### config.mk
export PLATFORM = sky130hd
export DESIGN_NAME = contiguous_block_bitmap_allocator_top
export DESIGN_NICKNAME = d
export VERILOG_FILES = /design/src/rtl/cbba_pkg.sv /design/src/rtl/cbba_ring.sv /design/src/rtl/cbba_scan.sv /design/src/rtl/contiguous_block_bitmap_allocator_top.sv
export VERILOG_INCLUDE_DIRS = /design/src /design/src/rtl
export SDC_FILE = /design/constraint.sdc
export NUM_CORES = 1
export LEC_CHECK = 0
export BUFFER_PORTS_ARGS = -buffer_cell sky130_fd_sc_hd__buf_2
export CORE_AREA = 3 3 177 127
export CTS_BUF_LIST = sky130_fd_sc_hd__clkbuf_16
export DETAILED_ROUTE_END_ITERATION = 8
export DIE_AREA = 0 0 180 130
export GPL_ROUTABILITY_DRIVEN = 1
export PLACE_DENSITY = 0.46
export SLEW_MARGIN = 20
export SYNTH_ARGS = -nofsm -noshare
export SYNTH_HDL_FRONTEND = slang
export SYNTH_SLANG_ARGS = --single-unit
### constraint.sdc
create_clock -name clk -period 7.2 [get_ports clk]
set_clock_uncertainty 0.15 [all_clocks]
set_input_delay 1.08 -clock clk [delete_from_list [all_inputs] [get_ports clk]]
set_output_delay 1.08 -clock clk [all_outputs]
set_load 0.05 [all_outputs]
### src/rtl/assert_macros.svh
// assertion macros shared by the allocator rtl
`ifndef ASSERT_MACROS_SVH
`define ASSERT_MACROS_SVH

// same-cycle implication, checked out of reset
`define CBBA_ASSERT_IMPL(lbl, ante, cons, msg) \
  lbl: assert property (@(posedge clk) disable iff (rst) (ante) |-> (cons)) \
    else $error(msg);

// next-cycle implication, checked out of reset
`define CBBA_ASSERT_NEXT(lbl, ante, cons, msg) \
  lbl: assert property (@(posedge clk) disable iff (rst) (ante) |=> (cons)) \
    else $error(msg);

`endif

### src/rtl/cbba_pkg.sv
// package with types and constants for the contiguous block allocator
`default_nettype none
package cbba_pkg;

  // default map size in blocks
  localparam int NUM_BLOCKS_DEF = 128;

  // fixed field widths
  localparam int KIND_W   = 2;
  localparam int FIRST_W  = 7;
  localparam int LEN_W    = 8;
  localparam int START_W  = 7;

  // operation codes
  localparam logic [KIND_W-1:0] KIND_FIND  = 2'd0;
  localparam logic [KIND_W-1:0] KIND_ALLOC = 2'd1;
  localparam logic [KIND_W-1:0] KIND_FREE  = 2'd2;

  typedef struct packed {
    logic [KIND_W-1:0]  kind;
    logic [FIRST_W-1:0] first_block;
    logic [LEN_W-1:0]   run_length;
  } item_t;

  typedef struct packed {
    logic               found;
    logic [START_W-1:0] start_block;
  } result_t;

  typedef enum logic [1:0] {
    ST_IDLE,
    ST_SCAN,
    ST_HOLD
  } state_t;

  // control from sequencer to scan unit
  typedef struct packed {
    logic clear;
    logic step;
  } scan_ctl_t;

  // status from scan unit to sequencer
  typedef struct packed {
    logic               last;
    logic               found;
    logic [START_W-1:0] start_block;
  } scan_status_t;

endpackage
`default_nettype wire

### src/rtl/cbba_ring.sv
// circular shift register holding the allocation map, one block per bit
`default_nettype none
module cbba_ring import cbba_pkg::*; #(
  parameter int NUM_BLOCKS = NUM_BLOCKS_DEF
) (
  input  wire logic clk,
  input  wire logic rst,
  input  wire logic shift,
  input  wire logic bit_in,
  output logic      head
);

  logic [NUM_BLOCKS-1:0] ring;

  // rotate toward bit 0, written-back bit enters at the top
  always_ff @(posedge clk) begin
    if (rst) begin
      ring <= '0;
    end else if (shift) begin
      ring <= {bit_in, ring[NUM_BLOCKS-1:1]};
    end
  end

  assign head = ring[0];

endmodule
`default_nettype wire

### src/rtl/cbba_scan.sv
// per-block evaluation: range marking and first-fit run tracking
`default_nettype none
`include "assert_macros.svh"
module cbba_scan import cbba_pkg::*; #(
  parameter int NUM_BLOCKS = NUM_BLOCKS_DEF
) (
  input  wire logic         clk,
  input  wire logic         rst,
  input  wire scan_ctl_t    ctl,
  input  wire item_t        item,
  input  wire logic         head,
  output logic              bit_out,
  output scan_status_t      status
);

  localparam int CW = $clog2(NUM_BLOCKS);
  localparam int EW = (CW > 9) ? CW + 1 : 10;

  logic [CW-1:0]      cnt;
  logic [LEN_W-1:0]   run;
  logic               found;
  logic [START_W-1:0] start_block;

  logic               last;
  logic [EW-1:0]      cnt_x;
  logic [EW-1:0]      first_x;
  logic [EW-1:0]      end_x;
  logic [EW-1:0]      len_x;
  logic [EW-1:0]      start_x;
  logic               in_range;
  logic               is_mark;
  logic               len_ok;
  logic               blk_free;
  logic [LEN_W-1:0]   run_inc;
  logic               hit;

  // block index and range compare
  always_comb begin
    last     = (cnt == CW'(NUM_BLOCKS - 1));
    cnt_x    = EW'(cnt);
    first_x  = EW'(item.first_block);
    len_x    = EW'(item.run_length);
    end_x    = first_x + len_x;
    in_range = (cnt_x >= first_x) && (cnt_x < end_x);
    is_mark  = (item.kind == KIND_ALLOC) || (item.kind == KIND_FREE);
    bit_out  = (is_mark && in_range) ? (item.kind == KIND_ALLOC) : head;
  end

  // run tracking for find, block 0 never starts a run
  always_comb begin
    len_ok   = (item.run_length != '0) && (len_x <= EW'(NUM_BLOCKS - 1));
    blk_free = !head && (cnt != '0);
    run_inc  = run + LEN_W'(1);
    hit      = (item.kind == KIND_FIND) && len_ok && !found && blk_free &&
               (run_inc == item.run_length);
    start_x  = cnt_x + EW'(1) - len_x;
  end

  // counter, run length and result registers
  always_ff @(posedge clk) begin
    if (rst) begin
      cnt   <= '0;
      run   <= '0;
      found <= 1'b0;
    end else if (ctl.clear) begin
      cnt   <= '0;
      run   <= '0;
      found <= 1'b0;
    end else if (ctl.step) begin
      cnt <= last ? '0 : cnt + CW'(1);
      run <= blk_free ? run_inc : '0;
      if (hit) begin
        found <= 1'b1;
      end
    end
  end

  always_ff @(posedge clk) begin
    if (ctl.clear) begin
      start_block <= '0;
    end else if (ctl.step && hit) begin
      start_block <= start_x[START_W-1:0];
    end
  end

  assign status.last        = last;
  assign status.found       = found;
  assign status.start_block = start_block;

  // checks
  `CBBA_ASSERT_NEXT(a_found_sticky, found && !ctl.clear, found,
    "found flag dropped during a scan")
  `CBBA_ASSERT_NEXT(a_cnt_wrap, ctl.step && last && !ctl.clear, cnt == '0,
    "block counter did not wrap after the last block")
  `CBBA_ASSERT_IMPL(a_hit_nonzero, ctl.step && hit, start_x != '0,
    "find hit reports block zero as start")

endmodule
`default_nettype wire

### src/rtl/contiguous_block_bitmap_allocator_top.sv
// A result is loaded into the output register after the transaction's full map rotation.
// A new transaction is accepted only after the previous result is loaded, which waits while the output stalls.
// Every operation rotates the whole map ring once, one block per cycle.
// The output register holds a result while the next rotation is set up.
// Reset (synchronous) clears the whole map to free and empties the output.
`default_nettype none
`include "assert_macros.svh"
module contiguous_block_bitmap_allocator_top import cbba_pkg::*; #(
  parameter int NUM_BLOCKS = NUM_BLOCKS_DEF
) (
  input  wire logic    clk,
  input  wire logic    rst,
  input  wire logic    in_valid,
  output logic         in_ready,
  input  wire item_t   in_data,
  output logic         out_valid,
  input  wire logic    out_ready,
  output result_t      out_data
);

  state_t       st;
  state_t       st_next;
  item_t        item;
  scan_ctl_t    ctl;
  scan_status_t status;
  logic         head;
  logic         bit_back;
  logic         in_fire;
  logic         out_load;

  // map storage
  cbba_ring #(
    .NUM_BLOCKS(NUM_BLOCKS)
  ) u_ring (
    .clk    (clk),
    .rst    (rst),
    .shift  (ctl.step),
    .bit_in (bit_back),
    .head   (head)
  );

  // per-block evaluation
  cbba_scan #(
    .NUM_BLOCKS(NUM_BLOCKS)
  ) u_scan (
    .clk     (clk),
    .rst     (rst),
    .ctl     (ctl),
    .item    (item),
    .head    (head),
    .bit_out (bit_back),
    .status  (status)
  );

  // state register
  always_ff @(posedge clk) begin
    if (rst) begin
      st <= ST_IDLE;
    end else begin
      st <= st_next;
    end
  end

  // next state and control
  always_comb begin
    st_next   = st;
    in_ready  = 1'b0;
    out_load  = 1'b0;
    ctl.clear = 1'b0;
    ctl.step  = 1'b0;
    case (st)
      ST_IDLE: begin
        in_ready  = 1'b1;
        ctl.clear = in_valid;
        if (in_valid) begin
          st_next = ST_SCAN;
        end
      end
      ST_SCAN: begin
        ctl.step = 1'b1;
        if (status.last) begin
          st_next = ST_HOLD;
        end
      end
      ST_HOLD: begin
        out_load = !out_valid || out_ready;
        if (out_load) begin
          st_next = ST_IDLE;
        end
      end
      default: begin
        st_next = ST_IDLE;
      end
    endcase
  end

  assign in_fire = in_valid && in_ready;

  // captured transaction
  always_ff @(posedge clk) begin
    if (in_fire) begin
      item <= in_data;
    end
  end

  // output register
  always_ff @(posedge clk) begin
    if (rst) begin
      out_valid <= 1'b0;
    end else if (out_load) begin
      out_valid <= 1'b1;
    end else if (out_ready) begin
      out_valid <= 1'b0;
    end
  end

  always_ff @(posedge clk) begin
    if (out_load) begin
      out_data.found       <= status.found;
      out_data.start_block <= status.start_block;
    end
  end

  // checks
  `CBBA_ASSERT_NEXT(a_fire_scan, in_fire, st == ST_SCAN,
    "accepted transaction did not start a scan")
  `CBBA_ASSERT_NEXT(a_load_valid, out_load, out_valid,
    "loaded result not presented")
  `CBBA_ASSERT_IMPL(a_no_accept_busy, st != ST_IDLE, !in_fire,
    "transaction accepted while busy")

endmodule
`default_nettype wire

== Yosys cells after proc, flatten, opt, wreduce, memory -nomap -nowiden ==
Index checks and enable logic that the tools add are counted.

* Register bits after elaboration: 179
* Latch bits: 0
* RAM bits: 0
* Memory bits (read-only): 0
* Input bits: 21
* Output and inout port bits: 10
* Logic and storage cells: 65
* Memories: 0

* Add/subtract/negate cells: 5
* Multiply operators: 0
* Divide/modulo/power cells: 0
* Magnitude comparators: 3
* Equality and inequality tests: 9
* Shift-type cells: 0
* Mux-type cells: 13
* Bitwise operators: 0
* Reduce and logical (&&, ||, !) cells: 23

{| class="wikitable"
|+ Operator list
! cell !! number
|-
| 7-bit by 1-bit adder with 7-bit output, second input constant || 2
|-
| 1-bit logical AND || 10
|-
| 7-bit by 10-bit < comparator with 1-bit output || 1
|-
| 7-bit by 8-bit adder with 9-bit output || 1
|-
| 8-bit by 1-bit adder with 8-bit output, second input constant || 1
|-
| 8-bit equality test || 1
|-
| 8-bit by 7-bit <= comparator with 1-bit output, second input constant || 1
|-
| 8-bit two-way mux || 1
|-
| 8-bit nonzero test || 1
|-
| 7-bit equality test, second input constant || 1
|-
| 7-bit >= comparator || 1
|-
| 1-bit two-way mux || 7
|-
| 7-bit two-way mux || 1
|-
| 7-bit nonzero test || 1
|-
| 7-bit subtractor || 1
|-
| 2-bit two-way mux || 3
|-
| 2-bit case mux with 3 select lines || 1
|-
| 2-bit by 1-bit equality test with 1-bit output, second input constant || 2
|-
| 2-bit equality test, second input constant || 2
|-
| 2-bit zero test || 2
|-
| 2-bit inequality test, second input constant || 2
|-
| 1-bit zero test || 3
|-
| 3-bit AND reduction || 1
|-
| 1-bit logical OR || 2
|-
| 4 further kinds || 4
|}

== Depth between registers and ports, before layout ==
* Word-level depth: 7
* Depth in mapped cells: 13
* Depth with buffers taken out: 13

== Hierarchy ==
Synthesis repeated with hierarchy kept, for this count alone.

* Cells, all modules: 715
* Area, all modules: 7,743.7 µm²

{| class="wikitable"
|+ By module, submodules not included
! module !! times used !! cells an instance !! area each (µm²) !! seq. area each (µm²)
|-
| cbba_ring || 1 || 412 || 4,652.0 || 2,562.5
|-
| cbba_scan || 1 || 262 || 2,192.1 || 460.4
|-
| contiguous_block_bitmap_allocator_top || 1 || 41 || 899.6 || 810.8
|}

== Worst setup path after synthesis ==
Ideal clock, no wire load.

* Path type: register to register
* From: register item[0] (netlist name)
* To: register u_ring.ring[127]
* Setup time: 91 ps
* Arrival time: 3,228 ps
* Required time: 6,959 ps
* Setup slack: 3,731 ps
* Stages on the path, launching flop included: 13
* Path buffers: 0
* Period minus slack after synthesis: 3,469 ps
* Path through: edfxtp_1 ha_1 fa_1 a21o_1 a21oi_1 xnor2_1 ha_1 a21o_1 a211o_1 a41oi_1 a2111oi_0 or4b_1 a311oi_1

* Cells in the longest elaborated chain, start to end: 5

{| class="wikitable"
|+ Ends and longest elaborated chain
! item !! RTL line !! RTL
|-
| 7-bit by 8-bit adder with 9-bit output || cbba_scan.sv:43 || <nowiki>end_x = first_x + len_x;</nowiki>
|-
| 7-bit by 10-bit < comparator with 1-bit output || cbba_scan.sv:44 || <nowiki>in_range = (cnt_x >= first_x) && (cnt_x < end_x);</nowiki>
|-
| 1-bit logical AND || cbba_scan.sv:44 ||
|-
| 1-bit logical AND || cbba_scan.sv:46 || <nowiki>bit_out = (is_mark && in_range) ? (item.kind == KIND_ALLOC) : head;</nowiki>
|-
| 1-bit two-way mux || cbba_scan.sv:46 ||
|-
| to (signal assigned) || cbba_ring.sv:20 || <nowiki>ring <= {bit_in, ring[NUM_BLOCKS-1:1]};</nowiki>
|-
| to (decl) || cbba_ring.sv:13 || <nowiki>logic [NUM_BLOCKS-1:0] ring;</nowiki>
|}

Every way passes these cells.
A chain may end at the register's enable or synchronous reset.

== Worst setup path after layout ==
* From: register item[0] (netlist name)
* To: register u_ring.ring[127]

* Cells in the longest elaborated chain, start to end: 5

{| class="wikitable"
|+ Ends and longest elaborated chain
! item !! RTL line
|-
| 7-bit by 8-bit adder with 9-bit output || cbba_scan.sv:43
|-
| 7-bit by 10-bit < comparator with 1-bit output || cbba_scan.sv:44
|-
| 1-bit logical AND || cbba_scan.sv:44
|-
| 1-bit logical AND || cbba_scan.sv:46
|-
| 1-bit two-way mux || cbba_scan.sv:46
|}

Every way passes these cells.

==> impl_metrics.sql <==
INSERT INTO impl_metrics (metric_group, metric, value, unit) VALUES
('critical_path', 'timing.rr.start', 'item[0]', ''),
('cts', 'ctsResizeCount', '0', ''),
('finish', 'final_cell_count_no_fill', '1140', ''),
('sta', 'finalHoldWorstSlack', '0.283', 'ns'),
('finish', 'areaGrowthSynthToFinish', '12.6', '%'),
('critical_path', 'cp.depth', '12', ''),
('critical_path', 'reg2reg_to', 'u_ring.ring[127]', ''),
('global_route', 'first_pass_grt_wire_length', '25.2', 'mm'),
('cts', 'cts_made_buffers', '17', ''),
('cts', 'tritoncts', 'done', ''),
('cts', 'clock_sink_count', '179', ''),
('critical_path', 'endpoint_kind', 'flop', ''),
('detailed_routing', 'route.met2.wl', '5.78', 'mm'),
('critical_path', 'slowest_cell_on_the_critical_path', 'or4b_1', ''),
('critical_path', 'timing.critical_path.arrival', '3.90', 'ns'),
('power', 'irDropWorstVdd', '138', 'uV'),
('sta', 'headroom_to_the_max_slew_limit', '32.7', '%'),
('detailed_routing', 'drt-pass1-iter-count', '5', ''),
('sta', 'timing.setup.tns', '0', 'ns'),
('die', 'initial_utilization', '35.2', '%'),
('yosys', 'synth.area.top_cells', 'dfxtp_1, nand2_1, edfxtp_1', ''),
('die', 'fp-row-count', '44', ''),
('yosys', 'netlist.area_leader.share', '42.2', '%'),
('yosys', 'total_number_of_yosys_warnings', '0', ''),
('run_status', 'run_status', 'finished clean', ''),
('detailed_routing', 'drt.antenna.violating_nets', '0', ''),
('sta', 'finalSetupViolations', '0', ''),
('sta', 'report.final.slew_viol_count', '0', ''),
('yosys', 'synth_edf_count', '25', ''),
('die', 'die_height', '130', 'um'),
('sta', 'fmaxAchievable', '269', 'MHz'),
('placed_design', 'place.port_buffers', '30', ''),
('power', 'power.switching_fraction', '25.5', '%'),
('critical_path', 'r2r_setup_slack', '3.48', 'ns'),
('cts', 'clock_path_buffers', '2', ''),
('finish', 'antenna_cells_inserted', '0', ''),
('critical_path', 'critical_path.top_delay_family', 'compound AO/OA/AOI/OAI gates', ''),
('critical_path', 'timing.critical_path.from_type', 'flop', ''),
('cts', 'clk_latency_worst_skew_pair', '0.42', 'ns'),
('detailed_routing', 'number_of_vias_per_cell_after_detailed_routing', '4.79', ''),
('cts', 'cts_post_setup_buffers_inserted', '0', ''),
('cts', 'cts_max_level', '4', ''),
('placed_design', 'instance_count_after_placement_with_tap_cells_included', '1108', ''),
('cts', 'path_clk_slew', '0.07', 'ns'),
('sta', 'finalCritPeriodShare', '51.6', '%'),
('power', 'total_net_switching_power', '0.000527', 'W'),
('finish', 'nets', '910', ''),
('critical_path', 'critPathCapture', 'u_ring.ring[127]', ''),
('critical_path', 'cp_slowest_stage_delay', '0.51', 'ns'),
('yosys', 'synthArstFlopShare', '0', '%'),
('yosys', 'yosysTopAreaCell', 'dfxtp_1', ''),
('cts', 'clock-root-buffer', 'clkbuf_16', ''),
('critical_path', 'timing.critical_path.fanout_max', '3', ''),
('critical_path', 'r2r.worst_path.cells', '12', ''),
('finish', 'drive_gt1_share', '8.45', '%'),
('power', 'combPwrFrac', '6.2', '%'),
('critical_path', 'critical_path_required', '7.38', 'ns'),
('yosys', 'most_frequent_cells_after_synthesis', 'nand2_1, dfxtp_1, a21oi_1', ''),
('detailed_routing', 'detailroute.via_count', '5457', ''),
('power', 'power_report.internal_total', '0.00154', 'W'),
('placed_design', 'dp_hpwl', '9.46', 'mm'),
('worst_hold_path', 'worst_hold_path_type', 'reg2reg', ''),
('detailed_routing', 'routed_wl', '14.9', 'mm'),
('global_route', 'grt.overflow.total', '0', ''),
('power', 'clock_power_share', '43.9', '%'),
('global_route', 'largest_net_degree_at_the_start_of_global_routing', '104', ''),
('worst_hold_path', 'worstHoldPathCells', '0', ''),
('power', 'finalPower', '0.00206', 'W'),
('critical_path', 'path_class', 'reg2reg', ''),
('power', 'power.sequential.fraction', '49.9', '%'),
('sta', 'grt_setup_unrepaired', 'false', '');
[power groups by stage]
stage               Combinational, W  Clock, W  Sequential (W)
finish                      0.000129  0.000905         0.00103
global route                0.000147  0.000980         0.00103
CTS                         0.000131  0.000942         0.00103
detailed placement          0.000130         0         0.00105
global placement            0.000128         0         0.00105
floorplan                  0.0000990         0         0.00105
[through the flow]
stage	cell area [um^2]	setup WS, ns
2_1_floorplan	7310	3.73
3_3_place_gp	7650	3.55
3_5_place_dp	7650	3.50
4_1_cts	8230	3.48
5_1_grt	8230	3.25
6_report	8230	3.48
[kinds of logic after synthesis]
group	after synthesis	share of synthesized area [%]
compound gates	182	13.5
xor+xnor	27	3.23
fa+ha+maj	38	6.71
buf+inv	77	4.09
flops	179	52.4
mux	6	0.822
simple gates	340	19.2
[layout make-up]
| class | count | area [um^2] |
|---|---|---|
| sequential | 179 | 3830 |
| clock inverter | 14 | 133 |
| clock buffer | 18 | 450 |
| fill | 2074 | 12500 |
| tap | 276 | 345 |
| timing repair buffer | 34 | 183 |
| inverter | 26 | 97.6 |
| multi-input combinational | 593 | 3190 |
[metal layers]
metal / track usage, % / vias up
met4: 4.09 / 0
met1: 20.7 / 2545
met5: 0 / -
met3: 3.12 / 13
met2: 17.6 / 69
li1: - / 2830
[state kept, by name, summed over array words and instances, names as in the netlist]
name,flops
item,17
out_data,8
out_valid,1
st,2
u_ring.ring,128
u_scan.cnt,7
u_scan.found,1
u_scan.run,8
u_scan.start_block,7
[worst min path at each step]
stage	startpoint	to	slack, ns
finish	u_scan.start_block[4]	out_data[4]	0.28
global route	u_scan.start_block[2]	out_data[2]	0.30
CTS	u_scan.start_block[4]	out_data[4]	0.29
detailed placement	u_scan.start_block[0]	out_data[0]	0.27
global placement	u_scan.start_block[2]	out_data[2]	0.27
floorplan	u_scan.start_block[0]	out_data[0]	0.26
[placed cells by master, fill, tap and decap left out, types with 2 or more instances in the layout]
master	Yosys	layout
nand2_1	259	259
dfxtp_1	154	154
a21oi_1	145	145
nor2_1	38	38
ha_1	36	36
buf_2	2	29
inv_1	26	26
edfxtp_1	25	25
clkbuf_16	0	18
xnor2_1	15	15
xor2_1	12	12
o21ai_0	10	10
a21o_1	7	7
nand4_1	7	7
nand3_1	6	6
mux2i_1	6	6
nor3_1	5	5
inv_6	0	5
buf_4	0	5
nand2b_1	4	3
a211oi_1	3	3
nor4_1	3	3
a31oi_1	3	3
or3_1	3	3
clkinv_4	0	3
inv_8	0	3
o21bai_1	2	2
and3_1	2	2
a41oi_1	2	2
nor2b_1	3	2
nor3b_1	2	2
o22a_1	2	2
fa_1	2	2
Note: power is estimated with default switching activity, not from simulation.
